### src/rtl/ats_pkg.sv
// Shared types and constants for the averaged temperature sensor.
// No dependencies; every other file of the block imports this package.
package ats_pkg;

    localparam int SAMPLE_W = 10;
    localparam int PERIOD_W = 16;
    localparam int REF_W    = 13;
    localparam int TICK_W   = 17;
    localparam int TC_W     = 17;
    localparam int TF_W     = 18;
    localparam int MV_W     = 16;
    localparam int CW_W     = 21;
    localparam int C9_W     = 22;
    localparam int FW_W     = 20;
    localparam int F_DIV_W  = 21;
    localparam int DVS_W    = 7;
    localparam int Q_DEPTH  = 2;

    localparam logic [TICK_W-1:0] TICK_MAX = {TICK_W{1'b1}};

    localparam logic signed [CW_W-1:0] CW_MAX    = 21'sd65535;
    localparam logic signed [CW_W-1:0] CW_MIN    = -21'sd65536;
    localparam logic signed [CW_W-1:0] MV_OFFSET = 21'sd500;
    localparam logic signed [CW_W-1:0] C_SCALE   = 21'sd10;

    localparam logic signed [C9_W-1:0] F_MUL   = 22'sd9;
    // 5 * 117965: lifts every c*9 above zero so that truncation equals floor
    localparam logic signed [C9_W-1:0] F_BIAS  = 22'sd589825;
    // removes the bias quotient (117965) and adds 32 F (3200)
    localparam logic signed [FW_W-1:0] F_SHIFT = 20'sd114765;
    localparam logic [DVS_W-1:0]       F_DIV   = 7'd5;

    localparam logic signed [TC_W-1:0] C_RESET = 17'sd2500;
    localparam logic signed [TF_W-1:0] F_RESET = 18'sd7700;

    localparam logic [PERIOD_W-1:0] PERIOD_RESET = 16'd1000;
    localparam logic [REF_W-1:0]    REF_RESET    = 13'd5000;

    localparam logic REG_SAMPLE_PERIOD = 1'b0;
    localparam logic REG_ADC_REF       = 1'b1;

    typedef struct packed {
        logic                take;
        logic [SAMPLE_W-1:0] sample;
    } tick_t;

    typedef struct packed {
        logic start;
        logic by_five;
    } div_req_t;

    typedef enum logic [3:0] {
        S_IDLE,
        S_READ,
        S_SUM,
        S_MUL,
        S_DIV_MV,
        S_WAIT_MV,
        S_DIV_F,
        S_WAIT_F,
        S_DONE
    } back_state_t;

endpackage

### src/rtl/ats_front.sv
// Front end: takes tick transfers, runs the elapsed-tick counter and marks sampling ticks.
// Depends on ats_pkg.
module ats_front (
    input  logic                         clk,
    input  logic                         rst_n,
    input  logic                         s_tvalid,
    output logic                         s_tready,
    input  logic [ats_pkg::SAMPLE_W-1:0] adc_sample,
    input  logic [ats_pkg::PERIOD_W-1:0] sample_period,
    input  logic                         q_full,
    output logic                         push,
    output ats_pkg::tick_t               push_data
);
    import ats_pkg::*;

    logic [TICK_W-1:0] elapsed_reg;
    logic [TICK_W-1:0] elapsed_next;
    logic [TICK_W-1:0] elapsed_inc;
    logic              take;

    assign s_tready    = !q_full;
    assign push        = s_tvalid && s_tready;
    // saturate rather than wrap
    assign elapsed_inc = (elapsed_reg == TICK_MAX) ? elapsed_reg : elapsed_reg + 1'b1;
    assign take        = elapsed_inc > {1'b0, sample_period};

    always_comb
    begin
        elapsed_next = elapsed_reg;
        if (push)
        begin
            elapsed_next = take ? '0 : elapsed_inc;
        end
    end

    assign push_data.take   = take;
    assign push_data.sample = adc_sample;

    always_ff @(posedge clk or negedge rst_n)
    begin
        if (!rst_n)
        begin
            elapsed_reg <= '0;
        end
        else
        begin
            elapsed_reg <= elapsed_next;
        end
    end

endmodule

### src/rtl/ats_queue.sv
// Two-entry queue of classified ticks between front and back end.
// Depends on ats_pkg.
module ats_queue (
    input  logic           clk,
    input  logic           rst_n,
    input  logic           push,
    input  ats_pkg::tick_t push_data,
    output logic           full,
    input  logic           pop,
    output logic           empty,
    output ats_pkg::tick_t head
);
    import ats_pkg::*;

    localparam int PW = $clog2(Q_DEPTH);
    localparam int CW = $clog2(Q_DEPTH + 1);

    tick_t          entry_reg [Q_DEPTH];
    logic [PW-1:0]  wr_ptr_reg;
    logic [PW-1:0]  rd_ptr_reg;
    logic [CW-1:0]  count_reg;

    assign full  = count_reg == CW'(Q_DEPTH);
    assign empty = count_reg == '0;
    assign head  = entry_reg[rd_ptr_reg];

    always_ff @(posedge clk)
    begin
        if (push)
        begin
            entry_reg[wr_ptr_reg] <= push_data;
        end
    end

    always_ff @(posedge clk or negedge rst_n)
    begin
        if (!rst_n)
        begin
            wr_ptr_reg <= '0;
            rd_ptr_reg <= '0;
            count_reg  <= '0;
        end
        else
        begin
            if (push)
            begin
                wr_ptr_reg <= (wr_ptr_reg == PW'(Q_DEPTH - 1)) ? '0 : wr_ptr_reg + 1'b1;
            end
            if (pop)
            begin
                rd_ptr_reg <= (rd_ptr_reg == PW'(Q_DEPTH - 1)) ? '0 : rd_ptr_reg + 1'b1;
            end
            if (push && !pop)
            begin
                count_reg <= count_reg + 1'b1;
            end
            else if (pop && !push)
            begin
                count_reg <= count_reg - 1'b1;
            end
        end
    end

endmodule

### src/rtl/ats_div.sv
// Shared constant divider, by WINDOW or by five, using reciprocal multiplication.
// Depends on ats_pkg.
module ats_div #(
    parameter int DIV_W  = 21,
    parameter int WINDOW = 8
) (
    input  logic                 clk,
    input  logic                 rst_n,
    input  ats_pkg::div_req_t    req,
    input  logic [DIV_W-1:0]     dividend,
    output logic                 done,
    output logic [DIV_W-1:0]     quotient
);
    import ats_pkg::*;

    // floor(x * ceil(2^k / d) / 2^k) equals floor(x / d) for every x below 2^DIV_W
    // as long as 2^(k - DIV_W) is at least d
    localparam int     SH_WIN   = DIV_W + $clog2(WINDOW);
    localparam int     SH_FIVE  = DIV_W + $clog2(F_DIV);
    localparam int     RCP_W    = DIV_W + 1;
    localparam int     PROD_W   = DIV_W + RCP_W;
    localparam longint RCP_WIN  = ((longint'(1) << SH_WIN) + WINDOW - 1) / WINDOW;
    localparam longint RCP_FIVE = ((longint'(1) << SH_FIVE) + longint'(F_DIV) - 1) /
                                  longint'(F_DIV);

    logic              busy_reg;
    logic              done_reg;
    logic              by_five_reg;
    logic [DIV_W-1:0]  num_reg;
    logic [RCP_W-1:0]  rcp;
    logic [PROD_W-1:0] prod_reg;

    assign rcp = by_five_reg ? RCP_W'(RCP_FIVE) : RCP_W'(RCP_WIN);

    assign done     = done_reg;
    assign quotient = by_five_reg ? DIV_W'(prod_reg >> SH_FIVE) : DIV_W'(prod_reg >> SH_WIN);

    // capture the operand, multiply on the next cycle and hold the product
    always_ff @(posedge clk)
    begin
        if (req.start)
        begin
            num_reg     <= dividend;
            by_five_reg <= req.by_five;
        end
        if (busy_reg)
        begin
            prod_reg <= PROD_W'(num_reg) * PROD_W'(rcp);
        end
    end

    always_ff @(posedge clk or negedge rst_n)
    begin
        if (!rst_n)
        begin
            busy_reg <= 1'b0;
            done_reg <= 1'b0;
        end
        else
        begin
            busy_reg <= req.start;
            done_reg <= busy_reg;
        end
    end

endmodule

### src/rtl/ats_back.sv
// Back end: sample ring, running sum, voltage and temperature conversion, output register.
// Depends on ats_pkg and ats_div.
module ats_back #(
    parameter int WINDOW     = 8,
    parameter int ADC_BITS   = 10,
    parameter int INIT_COUNT = 153
) (
    input  logic                            clk,
    input  logic                            rst_n,
    input  logic [ats_pkg::REF_W-1:0]       adc_ref_mv,
    input  logic                            q_empty,
    input  ats_pkg::tick_t                  q_head,
    output logic                            pop,
    output logic                            out_valid,
    input  logic                            out_ready,
    output logic signed [ats_pkg::TC_W-1:0] temp_c_centi,
    output logic signed [ats_pkg::TF_W-1:0] temp_f_centi,
    output logic                            sample_taken
);
    import ats_pkg::*;

    localparam int PTR_W  = (WINDOW > 1) ? $clog2(WINDOW) : 1;
    localparam int SUM_W  = $clog2(WINDOW * 1023 + 1);
    localparam int PROD_W = SUM_W + REF_W;
    localparam int Q_W    = PROD_W - ADC_BITS;
    localparam int DIV_W  = (Q_W > F_DIV_W) ? Q_W : F_DIV_W;

    back_state_t state_reg, state_next;

    logic [SAMPLE_W-1:0]    ring_mem [WINDOW];
    logic [SAMPLE_W-1:0]    rd_reg;
    logic [WINDOW-1:0]      valid_reg, valid_next;
    logic                   old_valid_reg;
    logic [PTR_W-1:0]       ptr_reg, ptr_next;
    logic [SUM_W-1:0]       sum_reg, sum_next;
    logic [SAMPLE_W-1:0]    sample_reg, sample_next;
    logic [PROD_W-1:0]      prod_reg, prod_next;
    logic signed [TC_W-1:0] c_reg, c_next;
    logic signed [TC_W-1:0] celsius_reg, celsius_next;
    logic signed [TF_W-1:0] fahrenheit_reg, fahrenheit_next;
    logic                   out_valid_reg, out_valid_next;
    logic signed [TC_W-1:0] out_c_reg, out_c_next;
    logic signed [TF_W-1:0] out_f_reg, out_f_next;
    logic                   out_taken_reg, out_taken_next;

    logic                   mem_wr;
    logic                   out_free;
    logic [SAMPLE_W-1:0]    old_sample;
    div_req_t               div_req;
    logic [DIV_W-1:0]       div_dividend;
    logic                   div_done;
    logic [DIV_W-1:0]       div_quo;
    logic [MV_W-1:0]        mv;
    logic signed [CW_W-1:0] cw;
    logic signed [C9_W-1:0] c9;
    logic signed [C9_W-1:0] c9_biased;
    logic signed [FW_W-1:0] fw;

    ats_div #(
        .DIV_W  (DIV_W),
        .WINDOW (WINDOW)
    ) u_div (
        .clk      (clk),
        .rst_n    (rst_n),
        .req      (div_req),
        .dividend (div_dividend),
        .done     (div_done),
        .quotient (div_quo)
    );

    assign out_free   = !out_valid_reg || out_ready;
    assign mem_wr     = state_reg == S_SUM;
    assign old_sample = old_valid_reg ? rd_reg : SAMPLE_W'(INIT_COUNT);

    assign mv        = div_quo[MV_W-1:0];
    assign cw        = ($signed({5'b0, mv}) - MV_OFFSET) * C_SCALE;
    assign c9        = C9_W'(c_reg) * F_MUL;
    assign c9_biased = c9 + F_BIAS;
    assign fw        = $signed({1'b0, div_quo[TF_W-1:0]}) - F_SHIFT;

    assign out_valid    = out_valid_reg;
    assign temp_c_centi = out_c_reg;
    assign temp_f_centi = out_f_reg;
    assign sample_taken = out_taken_reg;

    always_comb
    begin
        state_next      = state_reg;
        valid_next      = valid_reg;
        ptr_next        = ptr_reg;
        sum_next        = sum_reg;
        sample_next     = sample_reg;
        prod_next       = prod_reg;
        c_next          = c_reg;
        celsius_next    = celsius_reg;
        fahrenheit_next = fahrenheit_reg;
        out_valid_next  = out_valid_reg;
        out_c_next      = out_c_reg;
        out_f_next      = out_f_reg;
        out_taken_next  = out_taken_reg;
        pop             = 1'b0;
        div_req         = '0;
        div_dividend    = '0;

        if (out_valid_reg && out_ready)
        begin
            out_valid_next = 1'b0;
        end

        unique case (state_reg)
            S_IDLE:
            begin
                if (!q_empty && (q_head.take || out_free))
                begin
                    pop         = 1'b1;
                    sample_next = q_head.sample;
                    if (q_head.take)
                    begin
                        state_next = S_READ;
                    end
                    else
                    begin
                        out_valid_next = 1'b1;
                        out_c_next     = celsius_reg;
                        out_f_next     = fahrenheit_reg;
                        out_taken_next = 1'b0;
                    end
                end
            end
            S_READ:
            begin
                state_next = S_SUM;
            end
            S_SUM:
            begin
                sum_next            = sum_reg - SUM_W'(old_sample) + SUM_W'(sample_reg);
                valid_next[ptr_reg] = 1'b1;
                ptr_next   = (ptr_reg == PTR_W'(WINDOW - 1)) ? '0 : ptr_reg + 1'b1;
                state_next = S_MUL;
            end
            S_MUL:
            begin
                prod_next  = PROD_W'(sum_reg) * PROD_W'(adc_ref_mv);
                state_next = S_DIV_MV;
            end
            S_DIV_MV:
            begin
                div_req.start   = 1'b1;
                div_req.by_five = 1'b0;
                div_dividend    = DIV_W'(prod_reg[PROD_W-1:ADC_BITS]);
                state_next      = S_WAIT_MV;
            end
            S_WAIT_MV:
            begin
                if (div_done)
                begin
                    if (cw > CW_MAX)
                    begin
                        c_next = CW_MAX[TC_W-1:0];
                    end
                    else if (cw < CW_MIN)
                    begin
                        c_next = CW_MIN[TC_W-1:0];
                    end
                    else
                    begin
                        c_next = cw[TC_W-1:0];
                    end
                    state_next = S_DIV_F;
                end
            end
            S_DIV_F:
            begin
                div_req.start   = 1'b1;
                div_req.by_five = 1'b1;
                div_dividend    = DIV_W'(c9_biased[F_DIV_W-1:0]);
                state_next      = S_WAIT_F;
            end
            S_WAIT_F:
            begin
                if (div_done)
                begin
                    celsius_next    = c_reg;
                    fahrenheit_next = fw[TF_W-1:0];
                    state_next      = S_DONE;
                end
            end
            S_DONE:
            begin
                if (out_free)
                begin
                    out_valid_next = 1'b1;
                    out_c_next     = celsius_reg;
                    out_f_next     = fahrenheit_reg;
                    out_taken_next = 1'b1;
                    state_next     = S_IDLE;
                end
            end
            default:
            begin
                state_next = S_IDLE;
            end
        endcase
    end

    always_ff @(posedge clk)
    begin
        if (mem_wr)
        begin
            ring_mem[ptr_reg] <= sample_reg;
        end
        if (state_reg == S_READ)
        begin
            rd_reg        <= ring_mem[ptr_reg];
            old_valid_reg <= valid_reg[ptr_reg];
        end
    end

    always_ff @(posedge clk)
    begin
        sample_reg <= sample_next;
        prod_reg   <= prod_next;
        c_reg      <= c_next;
        out_c_reg  <= out_c_next;
        out_f_reg  <= out_f_next;
    end

    always_ff @(posedge clk or negedge rst_n)
    begin
        if (!rst_n)
        begin
            state_reg      <= S_IDLE;
            valid_reg      <= '0;
            ptr_reg        <= '0;
            sum_reg        <= SUM_W'(WINDOW * INIT_COUNT);
            celsius_reg    <= C_RESET;
            fahrenheit_reg <= F_RESET;
            out_valid_reg  <= 1'b0;
            out_taken_reg  <= 1'b0;
        end
        else
        begin
            state_reg      <= state_next;
            valid_reg      <= valid_next;
            ptr_reg        <= ptr_next;
            sum_reg        <= sum_next;
            celsius_reg    <= celsius_next;
            fahrenheit_reg <= fahrenheit_next;
            out_valid_reg  <= out_valid_next;
            out_taken_reg  <= out_taken_next;
        end
    end

endmodule

### src/rtl/averaged_temperature_sensor_top.sv
// Top level of the averaged temperature sensor: register port, front end, queue, back end.
// Depends on ats_pkg, ats_front, ats_queue and ats_back.
//
// Usage: each transfer on the slave stream (s_tvalid/s_tready, s_tdata) is one time tick
// carrying the current converter reading. Every tick yields exactly one transfer on the
// master stream (m_tvalid/m_tready): m_tdata carries the Celsius and Fahrenheit readings in
// hundredths of a degree, m_tuser flags a tick that took a new sample into the window.
// Ticks that take no sample repeat the last computed temperatures.
// The user must see that sample_period and adc_ref_mv are written over the APB port
// only while the block is idle; the block itself does not enforce this. A tick without
// a sample passes through the queue and then into the output register. A sampling tick
// runs ring read, sum update, one multiply and two passes of the shared reciprocal
// divider (by WINDOW, then by five for Fahrenheit); S_DONE then loads its result.
// Throughput: one tick per cycle without samples while the output is free; a sampling
// tick holds the back end. A two-entry queue lets the front keep taking ticks meanwhile.
// Reset: the window reads as INIT_COUNT in every slot, temperatures start at 25 C / 77 F,
// registers return to their defaults and the tick counter clears.
// Stall: the result waits in the output register; the back end halts when it cannot
// load the next result, the queue fills and s_tready drops.
module averaged_temperature_sensor_top #(
    parameter int WINDOW     = 8,
    parameter int ADC_BITS   = 10,
    parameter int INIT_COUNT = 153
) (
    input  logic        clk,
    input  logic        rst_n,
    // APB register port
    input  logic        psel,
    input  logic        penable,
    input  logic        pwrite,
    input  logic [2:0]  paddr,
    input  logic [31:0] pwdata,
    output logic [31:0] prdata,
    output logic        pready,
    // tick stream in
    input  logic        s_tvalid,
    output logic        s_tready,
    input  logic [15:0] s_tdata,   // [9:0] adc_sample, [15:10] zero
    // result stream out
    output logic        m_tvalid,
    input  logic        m_tready,
    output logic [39:0] m_tdata,   // [16:0] temp_c_centi, [34:17] temp_f_centi, [39:35] zero
    output logic        m_tuser    // [0] sample_taken
);
    import ats_pkg::*;

    logic [PERIOD_W-1:0]    period_reg;
    logic [REF_W-1:0]       ref_reg;
    logic                   cfg_wr;
    logic                   reg_idx;

    logic                   q_full;
    logic                   q_empty;
    logic                   push;
    logic                   pop;
    tick_t                  push_data;
    tick_t                  q_head;

    logic signed [TC_W-1:0] temp_c;
    logic signed [TF_W-1:0] temp_f;

    // registers sit at byte addresses 0 and 4
    assign reg_idx = paddr[2];
    assign cfg_wr  = psel && penable && pwrite;
    assign pready  = 1'b1;

    always_comb
    begin
        unique case (reg_idx)
            REG_SAMPLE_PERIOD: prdata = {16'b0, period_reg};
            REG_ADC_REF:       prdata = {19'b0, ref_reg};
            default:           prdata = '0;
        endcase
    end

    // write on the access cycle of the transfer
    always_ff @(posedge clk or negedge rst_n)
    begin
        if (!rst_n)
        begin
            period_reg <= PERIOD_RESET;
            ref_reg    <= REF_RESET;
        end
        else if (cfg_wr && pready)
        begin
            if (reg_idx == REG_SAMPLE_PERIOD)
            begin
                period_reg <= pwdata[PERIOD_W-1:0];
            end
            else
            begin
                ref_reg <= pwdata[REF_W-1:0];
            end
        end
    end

    // classify ticks and count elapsed time
    ats_front u_front (
        .clk           (clk),
        .rst_n         (rst_n),
        .s_tvalid      (s_tvalid),
        .s_tready      (s_tready),
        .adc_sample    (s_tdata[SAMPLE_W-1:0]),
        .sample_period (period_reg),
        .q_full        (q_full),
        .push          (push),
        .push_data     (push_data)
    );

    // decouple the front from the slow arithmetic
    ats_queue u_queue (
        .clk       (clk),
        .rst_n     (rst_n),
        .push      (push),
        .push_data (push_data),
        .full      (q_full),
        .pop       (pop),
        .empty     (q_empty),
        .head      (q_head)
    );

    // filter, convert and hold the result
    ats_back #(
        .WINDOW     (WINDOW),
        .ADC_BITS   (ADC_BITS),
        .INIT_COUNT (INIT_COUNT)
    ) u_back (
        .clk          (clk),
        .rst_n        (rst_n),
        .adc_ref_mv   (ref_reg),
        .q_empty      (q_empty),
        .q_head       (q_head),
        .pop          (pop),
        .out_valid    (m_tvalid),
        .out_ready    (m_tready),
        .temp_c_centi (temp_c),
        .temp_f_centi (temp_f),
        .sample_taken (m_tuser)
    );

    assign m_tdata = {5'b0, temp_f, temp_c};

endmodule

### config.mk
export PLATFORM = sky130hd
export DESIGN_NAME = averaged_temperature_sensor_top
export DESIGN_NICKNAME = d
export VERILOG_FILES = /design/src/rtl/ats_pkg.sv /design/src/rtl/ats_front.sv /design/src/rtl/ats_queue.sv /design/src/rtl/ats_div.sv /design/src/rtl/ats_back.sv /design/src/rtl/averaged_temperature_sensor_top.sv
export SDC_FILE = /design/constraint.sdc
export NUM_CORES = 1
export LEC_CHECK = 0
export BUFFER_PORTS_ARGS = -buffer_cell sky130_fd_sc_hd__buf_2
export CAP_MARGIN = 10
export CORE_ASPECT_RATIO = 0.8
export CORE_MARGIN = 2
export CORE_UTILIZATION = 60
export DETAILED_ROUTE_END_ITERATION = 7
export PLACE_DENSITY_LB_ADDON = 0.1
export RECOVER_POWER = 100
export SYNTH_ARGS = -nofsm -noshare
export SYNTH_HDL_FRONTEND = slang
export SYNTH_SLANG_ARGS = --single-unit
### constraint.sdc
create_clock -name clk -period 8 [get_ports clk]
set_clock_uncertainty 0.15 [all_clocks]
set_input_delay 0.4 -clock clk [delete_from_list [all_inputs] [get_ports clk]]
set_output_delay 0.4 -clock clk [all_outputs]
set_load 0.02 [all_outputs]
==> results.ini <==
[outcome]
status = finished, violations left
violations = capacitance limit, slew limit

[job]
max_cap_violations = 8

[setup_path]
path_delay_family = adder cells
cp_cell_sequence = buf_4 > and2_0 > ha_1 > inv_1 > ha_1 > xor2_1 > fa_1 > inv_1 > fa_1 > inv_1 > fa_1 > fa_1 > fa_1 > ha_1 > a21oi_1 > o21ai_0 > o31a_1 > a31oi_1 > o31ai_1 > a211o_1 > a21oi_1 > xnor2_1
worstSetupEndpointType = flip-flop
path_depth = 22
ff2ff_path_depth = 22
cp_slowest_cell = edfxtp_1
crit_path_start = u_back.u_div.by_five_reg
crit_top_cell = fa_1
worstSetupPathType = flip-flop to flip-flop
path_buf_inv = 4
cp.arrival_ps = 7480
reg2reg_from = u_back.u_div.by_five_reg
critPathLaunchType = flip-flop
crit_required_ps = 8150
cp_slowest_stage_delay_ps = 660
crit_path_end = u_back.u_div.prod_reg[41]
critPathMaxFanout = 19
r2r_slack_ps = 670
r2r_end = u_back.u_div.prod_reg[41]

[global_routing]
overflow = 0
grt_pass1_wl_um = 103100
track_usage = 0.2568
grt_max_degree = 62
grt_pass1_vias = 20012
antenna_found_initial = 2

[worst_hold_path]
hold_path_class = input port to flip-flop

[placed_design]
hpwl_um = 48130
place.gp.congestion = 0.9147
io_buffers = 87

[sta]
worstMarginPinSlew_ps = 3499
rsz0062_at_grt = no
layout_min_cycle_time_ps = 7326
finalCritPeriodShare = 0.9157
drv_slew = 297
fin_setup_tns_ps = 0
finalSetupViolations = 0
timing.fmax_mhz = 136.5
slew_headroom = -1.333
hold_violations = 0

[clock_tree]
cts_resized = 0
htreeDepth = 2
clock_sinks = 348
cts_buffer_depth = 3
cts_tree = built
post_cts_buffers = 0
numCtsBuffers = 38
worstSkewPairLatency_ps = 590
clk_pin_slew_ps = 60
cts_root_buffer = clkbuf_16

[logic_synthesis]
async_flop_share = 0.3362
synth_seq_cells = 348
synth_top_area_share = 0.2395
syn_area_per_cell_sq_um = 10.81
yosysUniqueCellTypes = 68
synth_area_leaders = edfxtp_1, fa_1, ha_1
synth_edf_count = 231
synthCells = 2680
synth_top_cell_by_area = edfxtp_1
yosysWarnings = 0
yosysSeqAreaShare = 0.3417
synth_area_sq_um = 28970
ys.flop_type = edfxtp_1

[floorplan]
io_pins = 134
die_h_um = 200.5
core_sq_um = 47350
fp.dieW_um = 249.7
die_area_sq_um = 50060
start_util = 0.6117
rows = 71

[final_layout]
final_common_cell = inv_1
largest_reg_flops = 80
antennaDiodeCount = 0
mostFrequentLayoutCells = inv_1, ha_1, nand2_1
fin_nets = 3463
syn_to_final_growth_pct = 8.259
fill_cells = 3688
drive_gt1_frac = 0.06932

[routing]
drc = 0
viasPerCell = 5.558
wl_um = 62060
first_iter_violations = 1145
detail-route-antenna-nets = 0
avgRoutedWirePerCell_um = 18.08
dr.pass1.iters = 5
vias = 19080

[tightest hold or removal path, cell delays in order]
cell and delay [ps]:
buf_2 90, inv_1 50, nand2_1 70, o211ai_1 90
[cell usage after synthesis (all sizes together) (7+ instances only)]
| cell | instances |
|---|---|
| a22o | 12 |
| xor2 | 56 |
| a31oi | 15 |
| nand3 | 32 |
| a21oi | 82 |
| ha | 369 |
| o21a | 29 |
| fa | 253 |
| a21o | 36 |
| nand4 | 18 |
| a31o | 7 |
| and2 | 98 |
| nor2b | 15 |
| buf | 31 |
| nor3 | 25 |
| mux2 | 52 |
| o31ai | 7 |
| edfxtp | 231 |
| mux4 | 10 |
| nand2 | 301 |
| or2 | 13 |
| o21ai | 99 |
| clkbuf | 63 |
| inv | 405 |
| dfstp | 26 |
| nand2b | 18 |
| nor2 | 90 |
| and3 | 17 |
| xnor2 | 78 |
| a221oi | 13 |
| dfrtp | 91 |
[final cells by class]
type	instances	area (sq um)	area share
clock inverters	18	191.4	0.006105
well taps	620	775.7	0.02474
multi-input cells	1851	17150	0.5469
inverters	407	1528	0.04872
clock buffers	52	1064	0.03392
flip-flops and latches	348	9897	0.3156
repair buffers	137	753.2	0.02402
[how the worst min path moves through the flow]
stage	start	to	slack [ps]	cells past startpoint
2_1_floorplan	rst_n	period_reg[0]	-50	0
3_3_place_gp	u_back.fahrenheit_reg[7]	u_back.temp_f_centi[7]	280	0
3_5_place_dp	u_back.fahrenheit_reg[8]	u_back.temp_f_centi[8]	280	0
5_1_grt	m_tready	u_back.out_valid	60	4
6_report	m_tready	u_back.out_valid	40	4
4_1_cts	m_tready	u_back.out_valid	40	4
[per-stage QoR]
step / setup WS, ps / cell area (sq um) / instances / utilization / hold WS, ps
after CTS: 630.3 / 31520 / 3432 / 0.6658 / 38.67
after global placement: 760.6 / 30000 / 3335 / 0.6336 / 282.6
after detailed placement: 640.8 / 30000 / 3335 / 0.6336 / 281.2
after floorplan: 1306 / 29040 / 2700 / - / -45.59
after global routing: 168.7 / 31360 / 3433 / 0.6623 / 64.33
final: 674.3 / 31360 / 3433 / 0.6623 / 38.58
[what timing repair did]
item | CTS | global route
hold endpoints to repair | 94 | 0
hold buffers | 27 | 0
endpoints found under the setup margin | 0 | 0
[routing by layer]
metal / vias to the layer above / track usage / routed length, um
li1: 9151 / - / -
met1: 9414 / 0.3565 / 28080
met2: 429 / 0.4268 / 29340
met3: 86 / 0.03709 / 3248
met4: 0 / 0.06691 / 1398
met5: - / 0 / 0
[cell families after synthesis]
kind of cell	synth area share
adder cells (fa/ha/maj)	0.3343
XOR/XNOR	0.04052
other	0.0002593
multiplexers	0.02937
AO/OA/AOI/OAI	0.08134
flip-flops	0.3417
buffers and inverters	0.06808
AND/OR/NAND/NOR	0.1045
Power is not shown: default switching activity piles up to over one toggle a cycle in this logic, so the estimate is an artifact.
